`src/rtl/pkgls_pkg.sv`:
```
`timescale 1ns / 1ps
package pkgls_pkg;

    // field widths of the request and response channels
    localparam int ACTION_W = 2;
    localparam int PID_W    = 10;
    localparam int DOC_W    = 22;
    localparam int PROP_W   = 6;
    localparam int STATUS_W = 3;

    // default sizing
    localparam int DEF_PARENT_DEPTH = 1024;
    localparam int DEF_POOL_DEPTH   = 4096;
    localparam int DEF_MAX_CHILDREN = 64;

    // per-list counters hold up to 64 entries
    localparam int CNT_W = 7;

    localparam logic [DOC_W-1:0] BAD_CHILD = {DOC_W{1'b1}};

    // action codes on the request channel
    localparam logic [ACTION_W-1:0] ACT_APPEND  = 2'd0;
    localparam logic [ACTION_W-1:0] ACT_GET     = 2'd1;
    localparam logic [ACTION_W-1:0] ACT_MIGRATE = 2'd2;
    localparam logic [ACTION_W-1:0] ACT_CLEAR   = 2'd3;

    // response status codes
    localparam logic [STATUS_W-1:0] ST_OK       = 3'd0;
    localparam logic [STATUS_W-1:0] ST_BAD_ID   = 3'd1;
    localparam logic [STATUS_W-1:0] ST_TOO_MANY = 3'd2;
    localparam logic [STATUS_W-1:0] ST_FULL     = 3'd3;
    localparam logic [STATUS_W-1:0] ST_CORRUPT  = 3'd4;

    // classified command handed from front to back
    typedef enum logic [2:0] {
        CMD_APPEND,
        CMD_GET,
        CMD_MIGRATE,
        CMD_CLEAR,
        CMD_REJECT
    } cmd_op_t;

    typedef struct packed {
        cmd_op_t           op;
        logic [PID_W-1:0]  pid;
        logic [PID_W-1:0]  npid;
        logic [DOC_W-1:0]  doc;
        logic [PROP_W-1:0] prop;
    } cmd_t;

endpackage

```
`src/rtl/pkgls_req_if.sv`:
```
`timescale 1ns / 1ps
interface pkgls_req_if;
    logic                            valid;
    logic                            ready;
    logic [pkgls_pkg::ACTION_W-1:0]  action;
    logic [pkgls_pkg::PID_W-1:0]     parent_id;
    logic [pkgls_pkg::PID_W-1:0]     new_parent_id;
    logic [pkgls_pkg::DOC_W-1:0]     child_doc_id;
    logic [pkgls_pkg::PROP_W-1:0]    child_property_id;

    modport source (output valid, action, parent_id, new_parent_id, child_doc_id,
                    child_property_id, input ready);
    modport sink (input valid, action, parent_id, new_parent_id, child_doc_id,
                  child_property_id, output ready);
endinterface

```
`src/rtl/pkgls_front.sv`:
```
`timescale 1ns / 1ps
module pkgls_front #(
    parameter int PARENT_DEPTH = pkgls_pkg::DEF_PARENT_DEPTH
) (
    pkgls_req_if.sink         req,
    input  logic              q_full,
    output logic              q_push,
    output pkgls_pkg::cmd_t   q_data
);

    logic pid_bad;
    logic npid_bad;

    // parent id range checks
    assign pid_bad  = 32'(req.parent_id) >= 32'(PARENT_DEPTH);
    assign npid_bad = 32'(req.new_parent_id) >= 32'(PARENT_DEPTH);

    assign req.ready = !q_full;
    assign q_push    = req.valid && !q_full;

    // classify the request
    always_comb
    begin
        q_data.pid  = req.parent_id;
        q_data.npid = req.new_parent_id;
        q_data.doc  = req.child_doc_id;
        q_data.prop = req.child_property_id;
        unique case (req.action)
            pkgls_pkg::ACT_APPEND:
                q_data.op = (pid_bad || req.child_doc_id == pkgls_pkg::BAD_CHILD)
                            ? pkgls_pkg::CMD_REJECT : pkgls_pkg::CMD_APPEND;
            pkgls_pkg::ACT_GET:
                q_data.op = pid_bad ? pkgls_pkg::CMD_REJECT : pkgls_pkg::CMD_GET;
            pkgls_pkg::ACT_MIGRATE:
                q_data.op = (pid_bad || npid_bad) ? pkgls_pkg::CMD_REJECT
                                                  : pkgls_pkg::CMD_MIGRATE;
            default:
                q_data.op = pkgls_pkg::CMD_CLEAR;
        endcase
    end

endmodule

```
`src/flat_wrapper.sv`:
```
// flat-port wrapper written by rule: the top's interface ports become plain ports
module pkgls_front_flat 
#(
    parameter int PARENT_DEPTH = pkgls_pkg::DEF_PARENT_DEPTH
)
  (q_full, q_push, q_data, req_valid, req_action, req_parent_id, req_new_parent_id, req_child_doc_id, req_child_property_id, req_ready);
  pkgls_req_if req_i ();
  input  logic q_full;
  output logic q_push;
  output pkgls_pkg::cmd_t q_data;
  input wire logic [$bits(req_i.valid)-1:0] req_valid;
  input wire logic [$bits(req_i.action)-1:0] req_action;
  input wire logic [$bits(req_i.parent_id)-1:0] req_parent_id;
  input wire logic [$bits(req_i.new_parent_id)-1:0] req_new_parent_id;
  input wire logic [$bits(req_i.child_doc_id)-1:0] req_child_doc_id;
  input wire logic [$bits(req_i.child_property_id)-1:0] req_child_property_id;
  output wire logic [$bits(req_i.ready)-1:0] req_ready;
  assign req_i.valid = req_valid;
  assign req_i.action = req_action;
  assign req_i.parent_id = req_parent_id;
  assign req_i.new_parent_id = req_new_parent_id;
  assign req_i.child_doc_id = req_child_doc_id;
  assign req_i.child_property_id = req_child_property_id;
  assign req_ready = req_i.ready;
  pkgls_front #(.PARENT_DEPTH(PARENT_DEPTH)) u_core (.req(req_i), .q_full(q_full), .q_push(q_push), .q_data(q_data));
endmodule
```
`config.mk`:
```
export PLATFORM = sky130hd
export DESIGN_NAME = pkgls_front_flat
export DESIGN_NICKNAME = d
export VERILOG_FILES = /design/src/rtl/pkgls_pkg.sv /design/src/rtl/pkgls_req_if.sv /design/src/rtl/pkgls_front.sv /design/src/flat_wrapper.sv
export SDC_FILE = /design/constraint.sdc
export NUM_CORES = 1
export LEC_CHECK = 0
export ABC_AREA = 1
export BUFFER_PORTS_ARGS = -buffer_cell sky130_fd_sc_hd__buf_2
export CAP_MARGIN = 25
export CORE_MARGIN = 2
export CORE_UTILIZATION = 27
export DETAILED_ROUTE_END_ITERATION = 7
export PLACE_DENSITY_LB_ADDON = 0.15
export SYNTH_ARGS = -nofsm -noshare
export SYNTH_HDL_FRONTEND = slang
export SYNTH_SLANG_ARGS = --single-unit
```
`constraint.sdc`:
```
create_clock -name vclk -period 1.1
set_clock_uncertainty 0.2 [all_clocks]
set_input_delay 0.11 -clock vclk [all_inputs]
set_output_delay 0.11 -clock vclk [all_outputs]
set_load 0.02 [all_outputs]
```
==> run_results.csv, run 1 <==
group,metric,value,unit
outcome,run_status,"complete, no violations",
timing,setup_tns,0,ns
synthesis,yosysWarningCount,0,
route,dr.first_iter.drc_count,0,
worst_setup_path,startpoint_type,"input port",
placed_design,io_buffers,53,
route,wl,931,um
layout,syn_to_final_growth,10.7,%
placed_design,gp_congestion,0.535,
worst_setup_path,required,0.79,ns
synthesis,syn_nets,134,
route,viasPerCell,3.61,
worst_setup_path,cp.arrival,0.74,ns
global_route,first_global_vias,220,
synthesis,syn_inst,82,
worst_setup_path,crit_fanout,2,
layout,final_util,31.6,%
cts,cts_setup_buffers,0,
route,drt_first_pass_iters,1,
worst_setup_path,critPathCaptureType,"output port",
layout,design.seq.count,0,
synthesis,avgSynthCellArea,6.01,sq um
timing,max_freq,0.954,GHz
timing,worst_pin_slew,0.112,ns
floorplan,rows,15,
synthesis,synth.distinct_cells,7,
placed_design,pre_cts_slack,0.0186,ns
synthesis,seq_area_frac_synth,0,%
power_and_ir_drop,power_density,415,mW/mm^2
floorplan,start_util,28.6,%
timing,fin_hold_ws,0.0200,ns
timing,slew_violations,0,
worst_setup_path,critPathKind,"in2out",
power_and_ir_drop,p_leak,0.000352,uW
layout,clkbuf_count,0,
timing,post-route-min-period,1.05,ns
timing,post-route-period-util,95.3,%
min_path,min_path_type,"in2out",
timing,finalHoldViolations,0,
job,maxCapViolations,0,
global_route,antenna_found_initial,0,
timing,rsz0062_at_grt,"yes",
timing,slew_headroom,92.5,%
timing,fin_ws,0.0519,ns
route,wl_per_cell,8.46,um
floorplan,die_area,0.00218,sq mm
global_route,grt_usage,4.86,%
floorplan,die_w,46.7,um
layout,seqCellArea,0,sq um
synthesis,syn_area,493,sq um
route,route.detailed.drc,0,
global_route,grt_max_degree,3,
route,ant_nets,0,
route,num_vias,397,
placed_design,dp_hpwl,737,um
layout,drive_above_1_share,69.4,%
global_route,grt_pass1_wl,828,um
floorplan,num_io_pins,105,
floorplan,core_area,0.00173,sq mm
layout,diodes,0,
floorplan,chipHeight,46.7,um
timing,setup_viol,0,
layout,nNetsFinal,139,
global_route,overflow,0,
power_and_ir_drop,ir_drop,170,uV
## worst max-delay path, stage by stage
cell,delay [ns]
buf_6,0.10
nor2_4,0.08
nand2_1,0.05
nor2_1,0.08
nand2_1,0.06
nor2_2,0.13
buf_6,0.13
## metal layers
metal | vias to the layer above | share of wire (%) | GRT usage [%]
met4 | 0 | 1.7 | 2.22
li1 | 197 | - | -
met2 | 40 | 53 | 10.0
met5 | - | 0 | 0
met3 | 4 | 16 | 1.15
met1 | 156 | 29 | 4.37
## final cells by class
type | count | area [sq um]
fillers | 193 | 1180
inverters | 10 | 37.5
multi-input cells | 22 | 105
well taps | 25 | 31.3
repair buffers | 53 | 372
## cell usage in the layout, fill, tap and decap left out
master and instances:
buf_6 17, nor2_4 1, buf_2 36, nand4_1 1, nand2_1 12, nor2_2 2
nand2_2 3, inv_1 10, nor2_1 3
## logic make-up (layout without fill, tap and decap cells)
logic type	Yosys count	count (layout)	synth area share, %
buffers and inverters	60	63	82.2
and+or+nand+nor	22	22	17.8
## power breakdown
group | internal [uW] | switching [uW] | leakage (uW)
Sequential | 0 | 0 | 0
Clock | 0 | 0 | 0
Combinational | 111 | 116 | 0.000352
## metrics by stage
stage	instance area (sq um)	power, uW	instances
6_report	546	227	110
5_1_grt	546	246	110
2_1_floorplan	493	285	82
3_5_place_dp	422	186	110
4_1_cts	422	186	110
3_3_place_gp	422	186	110
## Yosys cell counts
cell      instances  area [sq um]
buf_4            48           360
nand2_1          15          56.3
clkbuf_1          2          7.51
nor2_2            1          6.26
nand4_1           1          6.26
nor2_1            5          18.8
inv_1            10          37.5
## timing repair
item / CTS / global route
gates resized for setup: 0 / 24
hold buffers: 0 / 0
endpoints found under the setup margin: 0 / 1
## worst paths after layout
| check | to | slack (ns) | cells after the start | start |
|---|---|---|---|---|
| worst min-delay path | q_data[2] | 0.02 | 0 | req_child_property_id[2] |
| worst max-delay path | q_data[50] | 0.05 | 7 | req_action[0] |
Power figures use the tool's default switching activity.
==> run 2, diff against run 1 <==
--- a/config.mk
+++ b/config.mk
@@ -12,6 +12,7 @@
 export CORE_UTILIZATION = 27
 export DETAILED_ROUTE_END_ITERATION = 7
 export PLACE_DENSITY_LB_ADDON = 0.15
+export RECOVER_POWER = 100
 export SYNTH_ARGS = -nofsm -noshare
 export SYNTH_HDL_FRONTEND = slang
 export SYNTH_SLANG_ARGS = --single-unit
==> run 2 against run 1 <==
  * Critical path depth unchanged
  * Via count decreased by 0.25%
  * Die area unchanged
  * Largest power group unchanged
  * Highest routed layer unchanged
==> run_results.csv, run 2 (synthesis gave the netlist of run 1 again) <==
group,metric,value,unit
global_route,antenna_found_initial,0,
floorplan,rows,15,
power_and_ir_drop,p_leak,0.000332,uW
placed_design,io_buffers,53,
global_route,grt_max_degree,3,
timing,worst_pin_slew,0.259,ns
floorplan,chipHeight,46.7,um
power_and_ir_drop,power_density,416,mW/mm^2
global_route,grt_pass1_wl,828,um
layout,layout_commonest_cell,"buf_2",
floorplan,die_w,46.7,um
timing,fin_ws,0.0521,ns
timing,finalHoldViolations,0,
timing,post-route-period-util,95.3,%
floorplan,start_util,28.6,%
layout,design.seq.count,0,
layout,nNetsFinal,139,
route,drt_first_pass_iters,1,
route,viasPerCell,3.60,
layout,finalInstanceArea,537,sq um
cts,postCtsHoldBufs,0,
worst_setup_path,startpoint_type,"input port",
worst_setup_path,endpoint,"q_data[50]",
job,maxCapViolations,0,
layout,seqCellArea,0,sq um
floorplan,num_io_pins,105,
timing,rsz0062_at_grt,"yes",
route,dr.first_iter.drc_count,0,
placed_design,dp_hpwl,737,um
timing,slew_headroom,82.8,%
layout,final_cell_mix,"29 x buf_2, 17 x buf_6, 12 x nand2_1, 10 x inv_1, 7 x clkbuf_1",
min_path,min_path_type,"in2out",
global_route,overflow,0,
global_route,grt_usage,4.86,%
placed_design,gp_congestion,0.535,
layout,drive_above_1_share,61.2,%
worst_setup_path,critPathKind,"in2out",
route,wl_per_cell,8.55,um
worst_setup_path,critPathCaptureType,"output port",
route,num_vias,396,
layout,multi_input_area,105,sq um
placed_design,dp_cells,110,
worst_setup_path,crit_fanout,2,
worst_setup_path,critPathBufInv,2,
route,wl,940,um
power_and_ir_drop,finalPower,223,uW
timing,post-route-min-period,1.05,ns
worst_setup_path,crit_family,"simple AND/OR/NAND/NOR gates",
timing,max_freq,0.954,GHz
layout,finalNonFillerCells,110,
worst_setup_path,required,0.79,ns
global_route,first_global_vias,220,
worst_setup_path,max_stage_delay,0.13,ns
timing,slew_violations,0,
route,route.detailed.drc,0,
layout,fillers,200,
worst_setup_path,path_cells,"buf_6 > nor2_4 > nand2_1 > nor2_1 > nand2_1 > nor2_2 > buf_6",
layout,diodes,0,
timing,setup_viol,0,
layout,clkbuf_count,0,
worst_setup_path,cp_slowest_cell,"nor2_2",
layout,syn_to_final_growth,8.88,%
power_and_ir_drop,ir_drop,169,uV
floorplan,die_area,0.00218,sq mm
worst_setup_path,cp.arrival,0.74,ns
worst_setup_path,worstSetupStartpoint,"req_action[0]",
layout,final_util,31.1,%
worst_setup_path,crit_cells,7,
placed_design,placed_cell_area,422,sq um
floorplan,core_area,0.00173,sq mm
route,ant_nets,0,
placed_design,pre_cts_slack,0.0186,ns
outcome,run_status,"complete, no violations",
run 2: cell count changes in the layout (fill, tap and decap cells not counted):
cell / change
buf_2: -7
clkbuf_1: +7
run 2: worst min-delay path by stage:
stage | end | depth (start not counted) | start
finish | q_data[2] | 0 | req_child_property_id[2]
global route | q_data[34] | 0 | req_new_parent_id[6]
CTS | q_data[0] | 0 | req_child_property_id[0]
detailed placement | q_data[0] | 0 | req_child_property_id[0]
global placement | q_data[0] | 0 | req_child_property_id[0]
floorplan | req_ready | 1 | q_full
run 2: area by class of cell:
cell class / count / area share [%]
Inverter: 10 / 6.99
Multi-Input combinational cell: 22 / 19.6
Tap cell: 25 / 5.83
Timing Repair Buffer: 53 / 67.6
run 2: what timing repair did:
| action | in CTS | in global routing |
|---|---|---|
| resized for setup | 0 | 24 |
| setup endpoints to repair | 0 | 1 |
| setup buffers | 0 | 0 |
run 2: power breakdown:
| group | switching [uW] | internal [uW] | total (uW) |
|---|---|---|---|
| Combinational | 116 | 107 | 223 |
| Clock | 0 | 0 | 0 |
| Sequential | 0 | 0 | 0 |
run 2: layer usage:
| layer | track usage, % | vias to the layer above | part of all wire [%] |
|---|---|---|---|
| li1 | - | 197 | - |
| met1 | 4.37 | 155 | 30 |
| met2 | 10.0 | 40 | 52 |
| met3 | 1.15 | 4 | 16 |
| met4 | 2.22 | 0 | 1.7 |
| met5 | 0 | - | 0 |
run 2: through the flow:
stage                     TNS [ns]  hold slack, ns
after floorplan                  0          0.0966
after global placement           0          0.0201
after CTS                        0          0.0201
final                            0          0.0200
after detailed placement         0          0.0201
after global routing       -0.0348          0.0200
==> run 3, diff against run 2 <==
--- a/config.mk
+++ b/config.mk
@@ -5,11 +5,10 @@
 export SDC_FILE = /design/constraint.sdc
 export NUM_CORES = 1
 export LEC_CHECK = 0
-export ABC_AREA = 1
 export BUFFER_PORTS_ARGS = -buffer_cell sky130_fd_sc_hd__buf_2
 export CAP_MARGIN = 25
 export CORE_MARGIN = 2
-export CORE_UTILIZATION = 27
+export CORE_UTILIZATION = 25
 export DETAILED_ROUTE_END_ITERATION = 7
 export PLACE_DENSITY_LB_ADDON = 0.15
 export RECOVER_POWER = 100
==> run 3 against run 2 <==
  * The run now ends with setup timing left
  * Synthesized area shrank 9.9%
  * Core utilization decreased by 10 points
  * Maximum frequency shrank 30%
  * Sequential cell count is the same
  * Hold slack is the same
  * First-iteration DRC count did not move
  * Final area decreased by 34%
  * Via count shrank 15%
  * Routed wire length is 16% lower
  * Die area fell by 2.5%
  * Final cell count decreased by 26%
  * Largest power group unchanged
==> run_results.csv, run 3 <==
group,metric,value,unit
timing,slew_violations,0,
placed_design,gp_congestion,0.577,
synthesis,synth_top_cells_by_area,"buf_4 81%, nand4_1 5.6%, nand4b_1 3.9%",
synthesis,synth.distinct_cells,9,
layout,finalInstanceArea,355,sq um
floorplan,core_area,0.00169,sq mm
worst_setup_path,cp_slowest_cell,"or4_4",
route,num_vias,338,
cts,postCtsHoldBufs,0,
layout,design.seq.count,0,
global_route,overflow,0,
global_route,grt_pass1_wl,828,um
global_route,grt_max_degree,3,
global_route,first_global_vias,224,
min_path,min_from,"req_new_parent_id[4]",
power_and_ir_drop,p_leak,0.000177,uW
synthesis,seq_area_frac_synth,0,%
route,wl_per_cell,9.72,um
layout,drive_above_1_share,48.4,%
synthesis,yosysTopAreaCell,"buf_4",
min_path,min_path_cells,0,
timing,max_freq,0.672,GHz
min_path,whs_endpoint,"q_data[32]",
outcome,failed_checks,"setup timing",
global_route,antenna_found_initial,0,
global_route,grt_usage,5.00,%
route,viasPerCell,4.17,
power_and_ir_drop,power_density,468,mW/mm^2
worst_setup_path,startpoint_type,"input port",
synthesis,syn_area,444,sq um
floorplan,die_w,46.2,um
synthesis,yosysMostFrequentCell,"buf_4",
timing,slew_headroom,82.8,%
floorplan,start_util,26.3,%
layout,final_cell_mix,"26 x buf_2, 25 x clkbuf_1, 4 x nand4_1, 2 x nand4b_1, 2 x buf_6",
route,drt_first_pass_iters,1,
timing,setup_viol,1,
route,dr.first_iter.drc_count,0,
layout,nNetsFinal,118,
worst_setup_path,critPathCaptureType,"output port",
cts,cts_setup_buffers,0,
synthesis,syn_nets,112,
worst_setup_path,crit_fanout,2,
timing,finalHoldViolations,0,
worst_setup_path,cp.arrival,1.18,ns
layout,diodes,0,
floorplan,rows,15,
power_and_ir_drop,ir_drop,114,uV
worst_setup_path,max_stage_delay,0.55,ns
layout,clkbuf_count,0,
synthesis,avgSynthCellArea,7.40,sq um
power_and_ir_drop,finalPower,166,uW
timing,fin_ws,-0.388,ns
synthesis,yosysWarningCount,0,
floorplan,num_io_pins,105,
outcome,run_status,"complete, but fails checks",
layout,final_util,21.0,%
floorplan,die_area,0.00213,sq mm
synthesis,syn_inst,60,
min_path,min_path_type,"in2out",
worst_setup_path,path_common_cell,"buf_6",
worst_setup_path,required,0.79,ns
timing,rsz0062_at_grt,"yes",
layout,syn_to_final_growth,-20.0,%
placed_design,io_buffers,53,
timing,post-route-min-period,1.49,ns
timing,worst_pin_slew,0.260,ns
worst_setup_path,path_cells,"buf_6 > nand4b_1 > or4_4 > nor3_4 > buf_6",
route,route.detailed.drc,0,
layout,layout_commonest_cell,"buf_2",
timing,post-route-period-util,135,%
route,ant_nets,0,
synthesis,synth.top_cells.by_count,"48 x buf_4, 4 x nand4_1, 2 x nand4b_1",
layout,seqCellArea,0,sq um
floorplan,chipHeight,46.2,um
worst_setup_path,critPathKind,"in2out",
route,wl,787,um
job,maxCapViolations,0,
synthesis,synth_top_area_share,81.1,%
placed_design,placed_cell_area,374,sq um
[run 3: cell count changes after synthesis, sizes merged]
cell | before | now
nor3 | 0 | 1
inv | 10 | 1
clkbuf | 2 | 1
nand4b | 0 | 2
nor2b | 0 | 1
nand2 | 15 | 0
nand4 | 1 | 4
dlygate4sd3 | 0 | 1
or4 | 0 | 1
nor2 | 6 | 0
[run 3: routing by layer]
metal  share of wire [%]  GRT usage (%)
met5                   0              0
met4                 3.2           4.57
met2                  45           8.61
met1                  30           4.38
met3                  22           1.96
[run 3: worst max-delay path: cells and delay by family]
kind | cells | cell delay, ns
and+or+nand+nor | 3 | 0.84
buffers and inverters | 2 | 0.23
[run 3: cell families (layout without fill, tap and decap cells)]
group / Yosys count / in the layout / share of synthesized area (%)
buffers and inverters: 51 / 55 / 85.1
and+or+nand+nor: 9 / 9 / 14.9
[run 3: cell type report]
class,count,area (sq um)
multi-input cells,9,76.3
fillers,210,1330
well taps,17,21.3
repair buffers,54,254
inverters,1,3.75
[run 3: what timing repair did]
action | CTS | global route
gates resized for setup | 3 | 0
hold endpoints to repair | 0 | 0
pin swaps | 0 | 0
setup endpoints to repair | 1 | 1
gates cloned | 0 | 0
[run 3: through the flow]
step | worst slack (ns) | hold WS, ns | instances | TNS [ns]
floorplan | -0.230 | 0.0966 | 60 | -0.230
global placement | -0.426 | 0.0201 | 81 | -0.426
detailed placement | -0.441 | 0.0201 | 81 | -0.441
CTS | -0.407 | 0.0201 | 81 | -0.407
global route | -0.456 | 0.0200 | 81 | -0.456
finish | -0.388 | 0.0200 | 81 | -0.388
[run 3: worst max-delay path by stage]
stage                  start    endpoint  slack, ns  depth (start not counted)
2_1_floorplan  req_action[0]  q_data[50]      -0.23                          3
5_1_grt        req_action[0]  q_data[50]      -0.46                          5
3_5_place_dp   req_action[0]  q_data[50]      -0.44                          5
3_3_place_gp   req_action[0]  q_data[50]      -0.43                          5
6_report       req_action[0]  q_data[50]      -0.39                          5
4_1_cts        req_action[0]  q_data[50]      -0.41                          5
[run 3: power by group]
part,internal [uW],switching (uW),leakage (uW)
combinational,61.0,105,0.000177
clock,0,0,0
sequential,0,0,0
