## config.mk

```make
export PLATFORM = sky130hd
export DESIGN_NAME = pkgls_fifo
export DESIGN_NICKNAME = d
export VERILOG_FILES = /design/src/rtl/pkgls_pkg.sv /design/src/rtl/pkgls_fifo.sv
export SDC_FILE = /design/constraint.sdc
export NUM_CORES = 1
export LEC_CHECK = 0
export BUFFER_PORTS_ARGS = -buffer_cell sky130_fd_sc_hd__buf_2
export CAP_MARGIN = 10
export CELL_PAD_IN_SITES_DETAIL_PLACEMENT = 1
export CELL_PAD_IN_SITES_GLOBAL_PLACEMENT = 1
export CORE_ASPECT_RATIO = 1.4
export CORE_MARGIN = 10
export CORE_UTILIZATION = 46
export CTS_BUF_LIST = sky130_fd_sc_hd__clkbuf_4
export DETAILED_ROUTE_END_ITERATION = 16
export PLACE_DENSITY = 0.89
export SYNTH_ARGS = -nofsm -noshare
export SYNTH_HDL_FRONTEND = slang
export SYNTH_SLANG_ARGS = --single-unit
```

## constraint.sdc

```tcl
create_clock -name clk -period 3.85 [get_ports clk]
set_clock_uncertainty 0.15 [all_clocks]
set_input_delay 0.77 -clock clk [delete_from_list [all_inputs] [get_ports clk]]
set_output_delay 0.77 -clock clk [all_outputs]
set_load 0.1 [all_outputs]
```

## src/rtl/pkgls_pkg.sv

```systemverilog
`timescale 1ns / 1ps
package pkgls_pkg;

    // field widths of the request and response channels
    localparam int ACTION_W = 2;
    localparam int PID_W    = 10;
    localparam int DOC_W    = 22;
    localparam int PROP_W   = 6;
    localparam int STATUS_W = 3;

    // default sizing
    localparam int DEF_PARENT_DEPTH = 1024;
    localparam int DEF_POOL_DEPTH   = 4096;
    localparam int DEF_MAX_CHILDREN = 64;

    // per-list counters hold up to 64 entries
    localparam int CNT_W = 7;

    localparam logic [DOC_W-1:0] BAD_CHILD = {DOC_W{1'b1}};

    // action codes on the request channel
    localparam logic [ACTION_W-1:0] ACT_APPEND  = 2'd0;
    localparam logic [ACTION_W-1:0] ACT_GET     = 2'd1;
    localparam logic [ACTION_W-1:0] ACT_MIGRATE = 2'd2;
    localparam logic [ACTION_W-1:0] ACT_CLEAR   = 2'd3;

    // response status codes
    localparam logic [STATUS_W-1:0] ST_OK       = 3'd0;
    localparam logic [STATUS_W-1:0] ST_BAD_ID   = 3'd1;
    localparam logic [STATUS_W-1:0] ST_TOO_MANY = 3'd2;
    localparam logic [STATUS_W-1:0] ST_FULL     = 3'd3;
    localparam logic [STATUS_W-1:0] ST_CORRUPT  = 3'd4;

    // classified command handed from front to back
    typedef enum logic [2:0] {
        CMD_APPEND,
        CMD_GET,
        CMD_MIGRATE,
        CMD_CLEAR,
        CMD_REJECT
    } cmd_op_t;

    typedef struct packed {
        cmd_op_t           op;
        logic [PID_W-1:0]  pid;
        logic [PID_W-1:0]  npid;
        logic [DOC_W-1:0]  doc;
        logic [PROP_W-1:0] prop;
    } cmd_t;

endpackage

```

## src/rtl/pkgls_fifo.sv

```systemverilog
`timescale 1ns / 1ps
module pkgls_fifo (
    input  logic              clk,
    input  logic              rst_n,
    input  logic              push,
    input  pkgls_pkg::cmd_t   push_data,
    input  logic              pop,
    output logic              full,
    output logic              empty,
    output pkgls_pkg::cmd_t   head
);

    pkgls_pkg::cmd_t slot_reg [2];
    logic            wr_ptr_reg;
    logic            rd_ptr_reg;
    logic [1:0]      count_reg;

    assign full  = count_reg == 2'd2;
    assign empty = count_reg == 2'd0;
    assign head  = slot_reg[rd_ptr_reg];

    // storage
    always_ff @(posedge clk)
    begin
        if (push)
        begin
            slot_reg[wr_ptr_reg] <= push_data;
        end
    end

    // pointers and fill count
    always_ff @(posedge clk or negedge rst_n)
    begin
        if (!rst_n)
        begin
            wr_ptr_reg <= 1'b0;
            rd_ptr_reg <= 1'b0;
            count_reg  <= 2'd0;
        end
        else
        begin
            if (push)
            begin
                wr_ptr_reg <= !wr_ptr_reg;
            end
            if (pop)
            begin
                rd_ptr_reg <= !rd_ptr_reg;
            end
            if (push && !pop)
            begin
                count_reg <= count_reg + 2'd1;
            end
            else if (pop && !push)
            begin
                count_reg <= count_reg - 2'd1;
            end
        end
    end

endmodule

```

==> results.md, run 1 <==
* Async set or reset register ratio after synthesis at 3.774%
* Vias in the first global route at 2269
* CTS hold repair buffers at 1
* Number of remaining DRC errors at 0
* Synthesis-to-finish area growth at 17.98%
* Leading cell type by number of instances after synthesis: sky130_fd_sc_hd__edfxtp_1
* Wire length of the first global-routing pass at 12160 um
* Number of max-slew violations in the final report at 0
* Top cells by count, synth: 102 x sky130_fd_sc_hd__edfxtp_1, 49 x sky130_fd_sc_hd__mux2_4, 5 x sky130_fd_sc_hd__buf_12
* Average size of a mapped cell at 23.54 sq um
* TritonCTS clock tree: yes
* Die H at around 130 um
* IO buf count at about 110
* Final worst path period need at 3.180 ns
* Site row count at 40
* Number of gates given a new drive strength after cts at 0
* Worst min-delay path class: input pin to flip-flop
* Number of DRC violations after detailed-routing iteration 0 at 47
* Count of filler cells inserted in the layout at 800
* Critical path, cell by cell: mux2_4 > buf_2
* Data required time at the worst endpoint at roughly 2.9 ns
* Slew at the pin with the worst max-slew slack at 0.9383 ns
* Slowest cell on crit path: sky130_fd_sc_hd__dfrtp_4
* Average vias per placed instance at 4.901
* Most instantiated flip-flop cell in the synthesis netlist: sky130_fd_sc_hd__edfxtp_1
* Inserted Clock Buffers at 9
* Detailed Routing Iterations Pass 1 at 4
* Type of destination of the critical path: output port
* Maximum fanout along the worst path at 52
* Total number of yosys warnings at 0
* Setup violation total in the final timing report at 0
* CTS H-tree depth at 3
* Synth area leader: sky130_fd_sc_hd__edfxtp_1
* Width of the chip at 99.98 um
* Source-to-sink clock delay at the later pin of the worst-skew pair at 0.43 ns
* Syn Nets at 231
* Kind of start point of the critical path: flip-flop
* Peak Freq at approximately 310 MHz
* Clock root buffer: sky130_fd_sc_hd__clkbuf_4
* Core footprint at 8658 sq um
* Sum of overflow across all layers after global routing at 0
* Setup repair after global routing missed its margin: no
* Fraction of the yosys area taken by sequential cells at 76.79%
* Initial cell density of the core at between 40% and 50%
* Synthesized area at 4119 sq um
* Number of flip-flops in the largest register at around 100
* Number of vias after detailed routing at 1975
* Max-cap viol count at 0
* Final number of hold-violating endpoints at 0
* Boundary Pins at 108
* CTS Sinks at 106
* EDFF count, synth at 102
* Fraction of final layout cells sized beyond drive strength 1 at 60.27%
* Post-synthesis register bit count at 106
* Post-detailed-route count of antenna-violating nets at 0
* Status: finished, final reports clean
* Setup TNS at 0 ns
* Sequential cell area at 3167 sq um
* Most area-consuming cells after synthesis: sky130_fd_sc_hd__edfxtp_1 74%, sky130_fd_sc_hd__mux2_4 18%, sky130_fd_sc_hd__buf_12 2.4%, sky130_fd_sc_hd__dfrtp_1 2.4%, sky130_fd_sc_hd__xor2_1 0.85%
* Clock slew at reported path FFs at 0.14 ns
* Count of different cell masters after synthesis at 13
* Die Area at about 13000 sq um
* Critical path class: flip-flop to output port
* Final Cycle Share at between 80 and 90%
* Total routing usage reported by global routing at 12.11%
* Gpl congestion at 0.6818
* Buffers inserted during post-CTS setup optimization at 0
* Maximum number of buffers from clock root to sink at 2
* Footprint of the multi-input gates at around 850 sq um
* Area share of the largest cell type after synthesis at approximately 74%
* Average detailed-routed wire length per instance at ~20 um
* Slew Limit Headroom at a little under two fifths
* HPWL after detailed placement at between 5000 and 6000 um
* Initial antenna violation count at 3
* Maximum number of pins on one net before global-route repair at 53
* Data arrival time of the critical path at 2.26 ns
* Final WL at between 8000 and 9000 um
* Synth Instances at 175
* Slowest cell delay on critical path at 1.08 ns
* Final net count at 348
[cells in the final DEF (no fill, tap or decap)]
cell                            instances
sky130_fd_sc_hd__clkinv_2               2
sky130_fd_sc_hd__nor2b_1                1
sky130_fd_sc_hd__bufinv_16              1
sky130_fd_sc_hd__nor2b_4                1
sky130_fd_sc_hd__nor2_1                 2
sky130_fd_sc_hd__dlygate4sd3_1          1
sky130_fd_sc_hd__edfxtp_1             102
sky130_fd_sc_hd__diode_2                1
sky130_fd_sc_hd__ha_1                   1
sky130_fd_sc_hd__buf_4                  4
sky130_fd_sc_hd__xnor2_1                1
sky130_fd_sc_hd__clkinv_1               2
sky130_fd_sc_hd__xor2_1                 4
sky130_fd_sc_hd__clkbuf_4              11
sky130_fd_sc_hd__mux2_2                 2
sky130_fd_sc_hd__mux2_4                49
sky130_fd_sc_hd__buf_2                107
sky130_fd_sc_hd__and2_2                 1
sky130_fd_sc_hd__dfrtp_4                1
sky130_fd_sc_hd__dfrtp_1                3
sky130_fd_sc_hd__inv_1                  1
[layer usage]
| layer | global-route usage (%) | wire [um] | vias to the layer above |
|---|---|---|---|
| met3 | 4.879 | 557 | 15 |
| met4 | 6.378 | 180 | 4 |
| met2 | 22.25 | 4464 | 63 |
| met1 | 10.73 | 2795 | 973 |
| met5 | 0 | 34 | - |
| li1 | - | - | 920 |
[cell type report]
class	count	share of cell area (%)
inverters	1	0.07724
clock inverters	5	0.9784
clock buffers	11	1.699
multi-input cells	62	17.48
repair buffers	112	11.84
flip-flops and latches	106	65.16
well taps	105	2.703
diodes	1	0.05149
[cells by family (layout without fill, tap and decap cells)]
logic type,after synthesis,after routing,synth area share (%)
DFF,106,106,76.79
muxes,51,51,18.41
buffers and inverters,7,129,2.795
xor gates and xnor gates,5,5,1.063
and+or+nand+nor,5,5,0.6380
adders and majority gates,1,1,0.3037
other,0,1,0
[through the flow]
stage,utilization [%],area (sq um),hold slack [ns],worst slack [ns],std cells
finish,56.13,4860,0.3578,0.6696,403
global route,56.13,4860,0.3111,0.5280,403
CTS,56.10,4857,0.3093,0.5690,402
detailed placement,54.48,4717,0.3419,1.111,385
global placement,54.48,4717,0.3293,1.137,385
floorplan,-,4119,0.3055,0.2049,175
[worst max-delay path: cells and delay by family (launching register included)]
kind,cells,cell delay [ns]
mux,1,0.29
flops,1,1.08
buf+inv,1,0.44
[path summary, 6_finish.rpt]
check                           depth (start not counted)                startpoint  slack [ns]                   endpoint
worst max-delay path                                    2    rd_ptr_reg$_DFFE_PN0P_        0.67                    head[0]
worst min-delay path                                    1             push_data[48]        0.36  slot_reg[1][48]$_DFFE_PP_
worst max register to register                          2    wr_ptr_reg$_DFFE_PN0P_        2.08   slot_reg[0][8]$_DFFE_PP_
worst min register to register                          1  count_reg[1]$_DFFE_PN0P_        0.36   count_reg[1]$_DFFE_PN0P_
max in group asynchronous                               2                     rst_n        2.90     rd_ptr_reg$_DFFE_PN0P_
min in group asynchronous                               2                     rst_n        0.51     rd_ptr_reg$_DFFE_PN0P_
Power of run 1 is left out: the tool's default activity adds up to more than one toggle a clock period on the data nets, which glitch-free logic cannot reach.
==> inputs of run 2 (changes only) <==
==> constraint.sdc (replaced) <==
create_clock -name clk -period 3.2 [get_ports clk]
set_clock_uncertainty 0.15 [all_clocks]
set_input_delay 0.64 -clock clk [delete_from_list [all_inputs] [get_ports clk]]
set_output_delay 0.64 -clock clk [all_outputs]
set_load 0.1 [all_outputs]
==> run 2 against run 1 <==
Compared with the run above:
- core utilization hardly changed
- count of clock-buffer cells in the layout increased by 1
- non-clock buffer count increased by 1
- via count shrank 0.81%
- sequential cell count stayed put
- die area is the same
- routed wire length down 3.1%
==> results.md, run 2 (same netlist as run 1, synthesis figures left out) <==
* HPWL after detailed placement at 5737 um (was 5927 um)
* Wire length of the first global-routing pass at 11920 um (was 12160 um)
* Maximum number of buffers from clock root to sink at 2 (unchanged)
* Final Cycle Share at 90.92%
* Clock root buffer: sky130_fd_sc_hd__clkbuf_4 (unchanged)
* Initial antenna violation count at 3 (unchanged)
* Slowest cell delay on critical path at 0.76 ns (was 1.08 ns)
* Width of the chip at 99.98 um (unchanged)
* Critical path, cell by cell: buf_4 > mux2_4 > buf_2 (was mux2_4 > buf_2)
* Met3 track utilization from global routing at 4.040% (was 4.879%)
* Worst min-delay path class: input pin to flip-flop (unchanged)
* Gpl congestion at 0.7240 (was 0.6818)
* Detailed Routing Iterations Pass 1 at 4 (unchanged)
* Synthesis-to-finish area growth at 18.04% (was 17.98%)
* Number of vias after detailed routing at 1959 (was 1975)
* Number of gates given a new drive strength after cts at 0 (unchanged)
* Type of destination of the critical path: output port (unchanged)
* Slowest cell on crit path: sky130_fd_sc_hd__dfrtp_4 (unchanged)
* TritonCTS clock tree: yes (unchanged)
* Critical path class: flip-flop to output port (unchanged)
* Average vias per placed instance at 4.837 (was 4.901)
* Slew Limit Headroom at 55.46% (was 37.44%)
* Setup TNS at 0 ns (unchanged)
* Buffers inserted during post-CTS setup optimization at 0 (unchanged)
* Max-cap viol count at 0 (unchanged)
* Fraction of final layout cells sized beyond drive strength 1 at 60.61% (was 60.27%)
* Clock slew at reported path FFs at 0.14 ns (about the same)
* Met2 usage at 21.21% (was 22.25%)
* Inserted Clock Buffers at 9 (unchanged)
* CTS Sinks at 106 (unchanged)
* Final worst path period need at 2.909 ns
* Site row count at 40 (unchanged)
* Setup violation total in the final timing report at 0 (unchanged)
* Data arrival time of the critical path at 2.12 ns (was 2.26 ns)
* Maximum number of pins on one net before global-route repair at 52 (was 53)
* Number of DRC violations after detailed-routing iteration 0 at 74 (was 47)
* Die Area at 13190 sq um (unchanged)
* CTS H-tree depth at 3 (unchanged)
* Source-to-sink clock delay at the later pin of the worst-skew pair at 0.43 ns (about the same)
* Final net count at 349 (was 348)
* Most congested layer reported by global routing: met2 (unchanged)
* Total routing usage reported by global routing at 11.96% (was 12.11%)
* Final hold slack at 0.2261 ns (was 0.3578 ns)
* Vias in the first global route at 2259 (was 2269)
* Status: finished, final reports clean (unchanged)
* Final number of hold-violating endpoints at 0 (unchanged)
* Kind of start point of the critical path: flip-flop (unchanged)
* Sum of overflow across all layers after global routing at 0 (unchanged)
* Number of flip-flops in the largest register at 102 (unchanged)
* Final WL at 7784 um (was 8031 um)
* Boundary Pins at 108 (unchanged)
* Average detailed-routed wire length per instance at 19.22 um (was 19.93 um)
* Number of remaining DRC errors at 0 (unchanged)
* Initial cell density of the core at 47.57% (unchanged)
* Utilization of the core after routing at 56.16% (was 56.13%)
* M1 GR Usage at 11.23% (was 10.73%)
* Data required time at the worst endpoint at 2.41 ns (was 2.93 ns)
* IO buf count at 107 (unchanged)
* Most frequent cells in the layout: 107 x sky130_fd_sc_hd__buf_2, 102 x sky130_fd_sc_hd__edfxtp_1, 49 x sky130_fd_sc_hd__mux2_4, 12 x sky130_fd_sc_hd__clkbuf_4 (was 107 x sky130_fd_sc_hd__buf_2, 102 x sky130_fd_sc_hd__edfxtp_1, 49 x sky130_fd_sc_hd__mux2_4, 11 x sky130_fd_sc_hd__clkbuf_4)
* Peak Freq at 343.7 MHz
* Post-detailed-route count of antenna-violating nets at 0 (unchanged)
* Number of max-slew violations in the final report at 0 (unchanged)
* Slew at the pin with the worst max-slew slack at 0.6681 ns (was 0.9383 ns)
* Maximum fanout along the worst path at 26 (was 52)
* Die H at 132.0 um (unchanged)
* Setup repair after global routing missed its margin: no (unchanged)
* Commonest non-fill, non-tap cell in the layout: sky130_fd_sc_hd__buf_2 (unchanged)
* Core footprint at 8658 sq um (unchanged)
-- run 2: area by class of cell --
cell class / instances / area [sq um]
Clock buffer: 12 / 90.09
Timing Repair Buffer: 113 / 595.6
Inverter: 1 / 3.754
Multi-Input combinational cell: 62 / 849.6
Fill cell: 825 / 3796
Clock inverter: 3 / 17.52
Sequential cell: 106 / 3167
Tap cell: 105 / 131.4
Antenna cell: 3 / 7.507
-- run 2: final timing paths --
path / to / depth (start not counted) / slack, ns / start
worst min-delay path: slot_reg[1][2]$_DFFE_PP_ / 1 / 0.23 / push_data[2]
max in group asynchronous: rd_ptr_reg$_DFFE_PN0P_ / 2 / 2.41 / rst_n
worst max register to register: slot_reg[0][39]$_DFFE_PP_ / 2 / 1.40 / wr_ptr_reg$_DFFE_PN0P_
worst min register to register: count_reg[1]$_DFFE_PN0P_ / 1 / 0.35 / count_reg[1]$_DFFE_PN0P_
min in group asynchronous: rd_ptr_reg$_DFFE_PN0P_ / 2 / 0.36 / rst_n
worst max-delay path: head[17] / 3 / 0.29 / rd_ptr_reg$_DFFE_PN0P_
-- run 2: layer usage --
metal	wire [um]	share of wire [%]
met5	10	0.13
met4	253	3.3
met3	567	7.3
met2	4325	56
met1	2627	34
-- run 2: repair_timing --
item	in CTS	in global routing
hold buffers	1	0
hold endpoints to repair	4	0
setup endpoints to repair	0	0
-- run 2: worst max-delay path, delay by kind of cell, from the launching register on --
| kind | cells | cell delay (ns) |
|---|---|---|
| flip-flops | 1 | 0.76 |
| buffers and inverters | 2 | 0.60 |
| multiplexers | 1 | 0.31 |
-- run 2: stage by stage --
step                instance area, sq um  instances  worst slack [ns]
floorplan                           4121        175            0.6371
global placement                    4737        386            0.7636
detailed placement                  4737        386            0.7302
CTS                                 4855        402            0.2108
global route                        4860        404            0.1549
finish                              4862        405            0.2906
Power of run 2 is left out for the same reason.
==> inputs of run 3 (changes only) <==
--- a/config.mk
+++ b/config.mk
@@ -5,16 +5,17 @@
 export SDC_FILE = /design/constraint.sdc
 export NUM_CORES = 1
 export LEC_CHECK = 0
+export ABC_CLOCK_PERIOD_IN_PS = 3200
 export BUFFER_PORTS_ARGS = -buffer_cell sky130_fd_sc_hd__buf_2
 export CAP_MARGIN = 10
 export CELL_PAD_IN_SITES_DETAIL_PLACEMENT = 1
 export CELL_PAD_IN_SITES_GLOBAL_PLACEMENT = 1
-export CORE_ASPECT_RATIO = 1.4
+export CORE_ASPECT_RATIO = 0.5
 export CORE_MARGIN = 10
 export CORE_UTILIZATION = 46
 export CTS_BUF_LIST = sky130_fd_sc_hd__clkbuf_4
 export DETAILED_ROUTE_END_ITERATION = 16
-export PLACE_DENSITY = 0.89
+export PLACE_DENSITY = 0.77
 export SYNTH_ARGS = -nofsm -noshare
 export SYNTH_HDL_FRONTEND = slang
 export SYNTH_SLANG_ARGS = --single-unit
==> run 3 against run 2 <==
Compared with the run above:
- non-clock buffer count fell by 2
- final cell count increased by 2.0%
- first-iteration DRC count up 24%
- critical path depth unchanged
- sequential share of layout area shrank 0.35 points
- design area increased by 0.54%
- core utilization hardly changed
- maximum frequency grew 0.58%
- die area is 1.3% higher
- hold slack gained 0.013 ns
- global-route usage hardly changed
- setup slack better by 0.017 ns
- largest cell class unchanged
==> results.md, run 3 (same netlist as run 1, synthesis figures left out) <==
* Die Area at 13370 sq um (was 13190 sq um)
* Final net count at 347 (was 349)
* Utilization of the core after routing at 56.14% (was 56.16%)
* HP Start: push_data[36] (was push_data[2])
* IO buf count at 107 (unchanged)
* Placed standard-cell area at 4762 sq um (was 4737 sq um)
* Initial antenna violation count at 0 (was 3)
* Data arrival time of the critical path at 2.10 ns (was 2.12 ns)
* CTS H-tree depth at 3 (unchanged)
* Initial cell density of the core at 47.30% (was 47.57%)
* Slew Limit Headroom at 54.31% (was 55.46%)
* Clock slew at reported path FFs at 0.14 ns (about the same)
* Kind of start point of the critical path: flip-flop (unchanged)
* Gpl congestion at 0.6621 (was 0.7240)
* Vias in the first global route at 2207 (was 2259)
* Die H at 86.91 um (was 132.0 um)
* Setup violation total in the final timing report at 0 (unchanged)
* Post-route cell area at 4888 sq um (was 4862 sq um)
* Type of destination of the critical path: output port (unchanged)
* Average detailed-routed wire length per instance at 19.52 um (was 19.22 um)
* Number of DRC violations after detailed-routing iteration 0 at 92 (was 74)
* Slew at the pin with the worst max-slew slack at 0.6839 ns (was 0.6681 ns)
* Wire length of the first global-routing pass at 12240 um (was 11920 um)
* Setup repair after global routing missed its margin: no (unchanged)
* Number of remaining DRC errors at 0 (unchanged)
* Number of vias after detailed routing at 1953 (was 1959)
* Diode insertion count for antenna repair at 0 (was 3)
* HPWL after detailed placement at 6051 um (was 5737 um)
* Number of flip-flops in the largest register at 102 (unchanged)
* Average vias per placed instance at 4.729 (was 4.837)
* Maximum number of buffers from clock root to sink at 2 (unchanged)
* Startpoint of the worst-slack reg-to-reg timing path: wr_ptr_reg$_DFFE_PN0P_ (unchanged)
* CTS Sinks at 106 (unchanged)
* Final WL at 8062 um (was 7784 um)
* Footprint of the multi-input gates at 849.6 sq um (unchanged)
* Core footprint at 8708 sq um (was 8658 sq um)
* Number of gates given a new drive strength after cts at 0 (unchanged)
* Max-cap viol count at 0 (unchanged)
* Number of max-slew violations in the final report at 0 (unchanged)
* TritonCTS clock tree: yes (unchanged)
* Detailed Routing Iterations Pass 1 at 6 (was 4)
* Final number of hold-violating endpoints at 0 (unchanged)
* Width of the chip at 153.8 um (was 99.98 um)
* Peak Freq at 345.7 MHz (was 343.7 MHz)
* Synthesis-to-finish area growth at 18.68% (was 18.04%)
* Post-detailed-route count of antenna-violating nets at 0 (unchanged)
* Clock root buffer: sky130_fd_sc_hd__clkbuf_4 (unchanged)
* Total routing usage reported by global routing at 11.96% (about the same)
* Most frequent cells in the layout: 107 x sky130_fd_sc_hd__buf_2, 102 x sky130_fd_sc_hd__edfxtp_1, 49 x sky130_fd_sc_hd__mux2_4, 15 x sky130_fd_sc_hd__clkbuf_4, 4 x sky130_fd_sc_hd__xor2_1 (was 107 x sky130_fd_sc_hd__buf_2, 102 x sky130_fd_sc_hd__edfxtp_1, 49 x sky130_fd_sc_hd__mux2_4, 12 x sky130_fd_sc_hd__clkbuf_4)
* Count of filler cells inserted in the layout at 808 (was 825)
* Worst setup path startpoint: rd_ptr_reg$_DFFE_PN0P_ (unchanged)
* Final worst path period need at 2.893 ns (was 2.909 ns)
* Worst min-delay path class: input pin to flip-flop (unchanged)
* Final hold slack at 0.2390 ns (was 0.2261 ns)
* Data required time at the worst endpoint at 2.41 ns (about the same)
* Boundary Pins at 108 (unchanged)
* Fraction of final layout cells sized beyond drive strength 1 at 60.47% (was 60.61%)
* Site row count at 24 (was 40)
* Worst setup slack for register-to-register paths at 1.40 ns (about the same)
* Sum of overflow across all layers after global routing at 0 (unchanged)
* Sequential cell area at 3167 sq um (unchanged)
* Maximum number of pins on one net before global-route repair at 33 (was 52)
* Status: finished, final reports clean (unchanged)
* Source-to-sink clock delay at the later pin of the worst-skew pair at 0.43 ns (about the same)
* Inserted Clock Buffers at 9 (unchanged)
* Final Cycle Share at 90.40% (was 90.92%)
* Maximum fanout along the worst path at 32 (was 26)
* Critical path class: flip-flop to output port (unchanged)
* Setup TNS at 0 ns (unchanged)
* Commonest non-fill, non-tap cell in the layout: sky130_fd_sc_hd__buf_2 (unchanged)
## run 3: stage by stage
stage	setup WS, ns	instances
global route	0.1705	413
detailed placement	0.7621	396
global placement	0.7721	396
finish	0.3073	413
CTS	0.2500	413
floorplan	0.6371	175
## run 3: path summary, 6_finish.rpt
| check | to | depth (start not counted) |
|---|---|---|
| worst max-delay path | head[40] | 3 |
| worst min-delay path | slot_reg[0][36]$_DFFE_PP_ | 1 |
| worst max register to register | slot_reg[0][11]$_DFFE_PP_ | 2 |
| worst min register to register | count_reg[1]$_DFFE_PN0P_ | 1 |
| max in group asynchronous | rd_ptr_reg$_DFFE_PN0P_ | 2 |
| min in group asynchronous | count_reg[0]$_DFFE_PN0P_ | 2 |
## run 3: cell type report
cell class / instances / area share (%)
multi-input cells: 62 / 17.38
clock buffers: 15 / 2.304
flip-flops and latches: 106 / 64.78
clock inverters: 1 / 0.07679
repair buffers: 111 / 12.39
inverters: 1 / 0.07679
well taps: 117 / 2.995
## run 3: what timing repair did
action                                  CTS  global route
endpoints found under the hold margin     4             0
endpoints found under the setup margin    0             0
setup buffers                             0             0
hold buffers                              1             0
## run 3: layer usage
layer  global-route usage, %  share of wire [%]  vias up
li1                        -                  -      915
met1                   11.74                 37      981
met2                   23.05                 57       52
met3                   4.980                5.6        5
met4                   3.069               0.57        0
met5                       0                  0        -
## run 3: worst max-delay path: stages, from the launching register on
cell,delay (ns)
sky130_fd_sc_hd__dfrtp_4,0.70
sky130_fd_sc_hd__buf_12,0.31
sky130_fd_sc_hd__mux2_4,0.33
sky130_fd_sc_hd__buf_2,0.29
Power of run 3 is left out for the same reason.
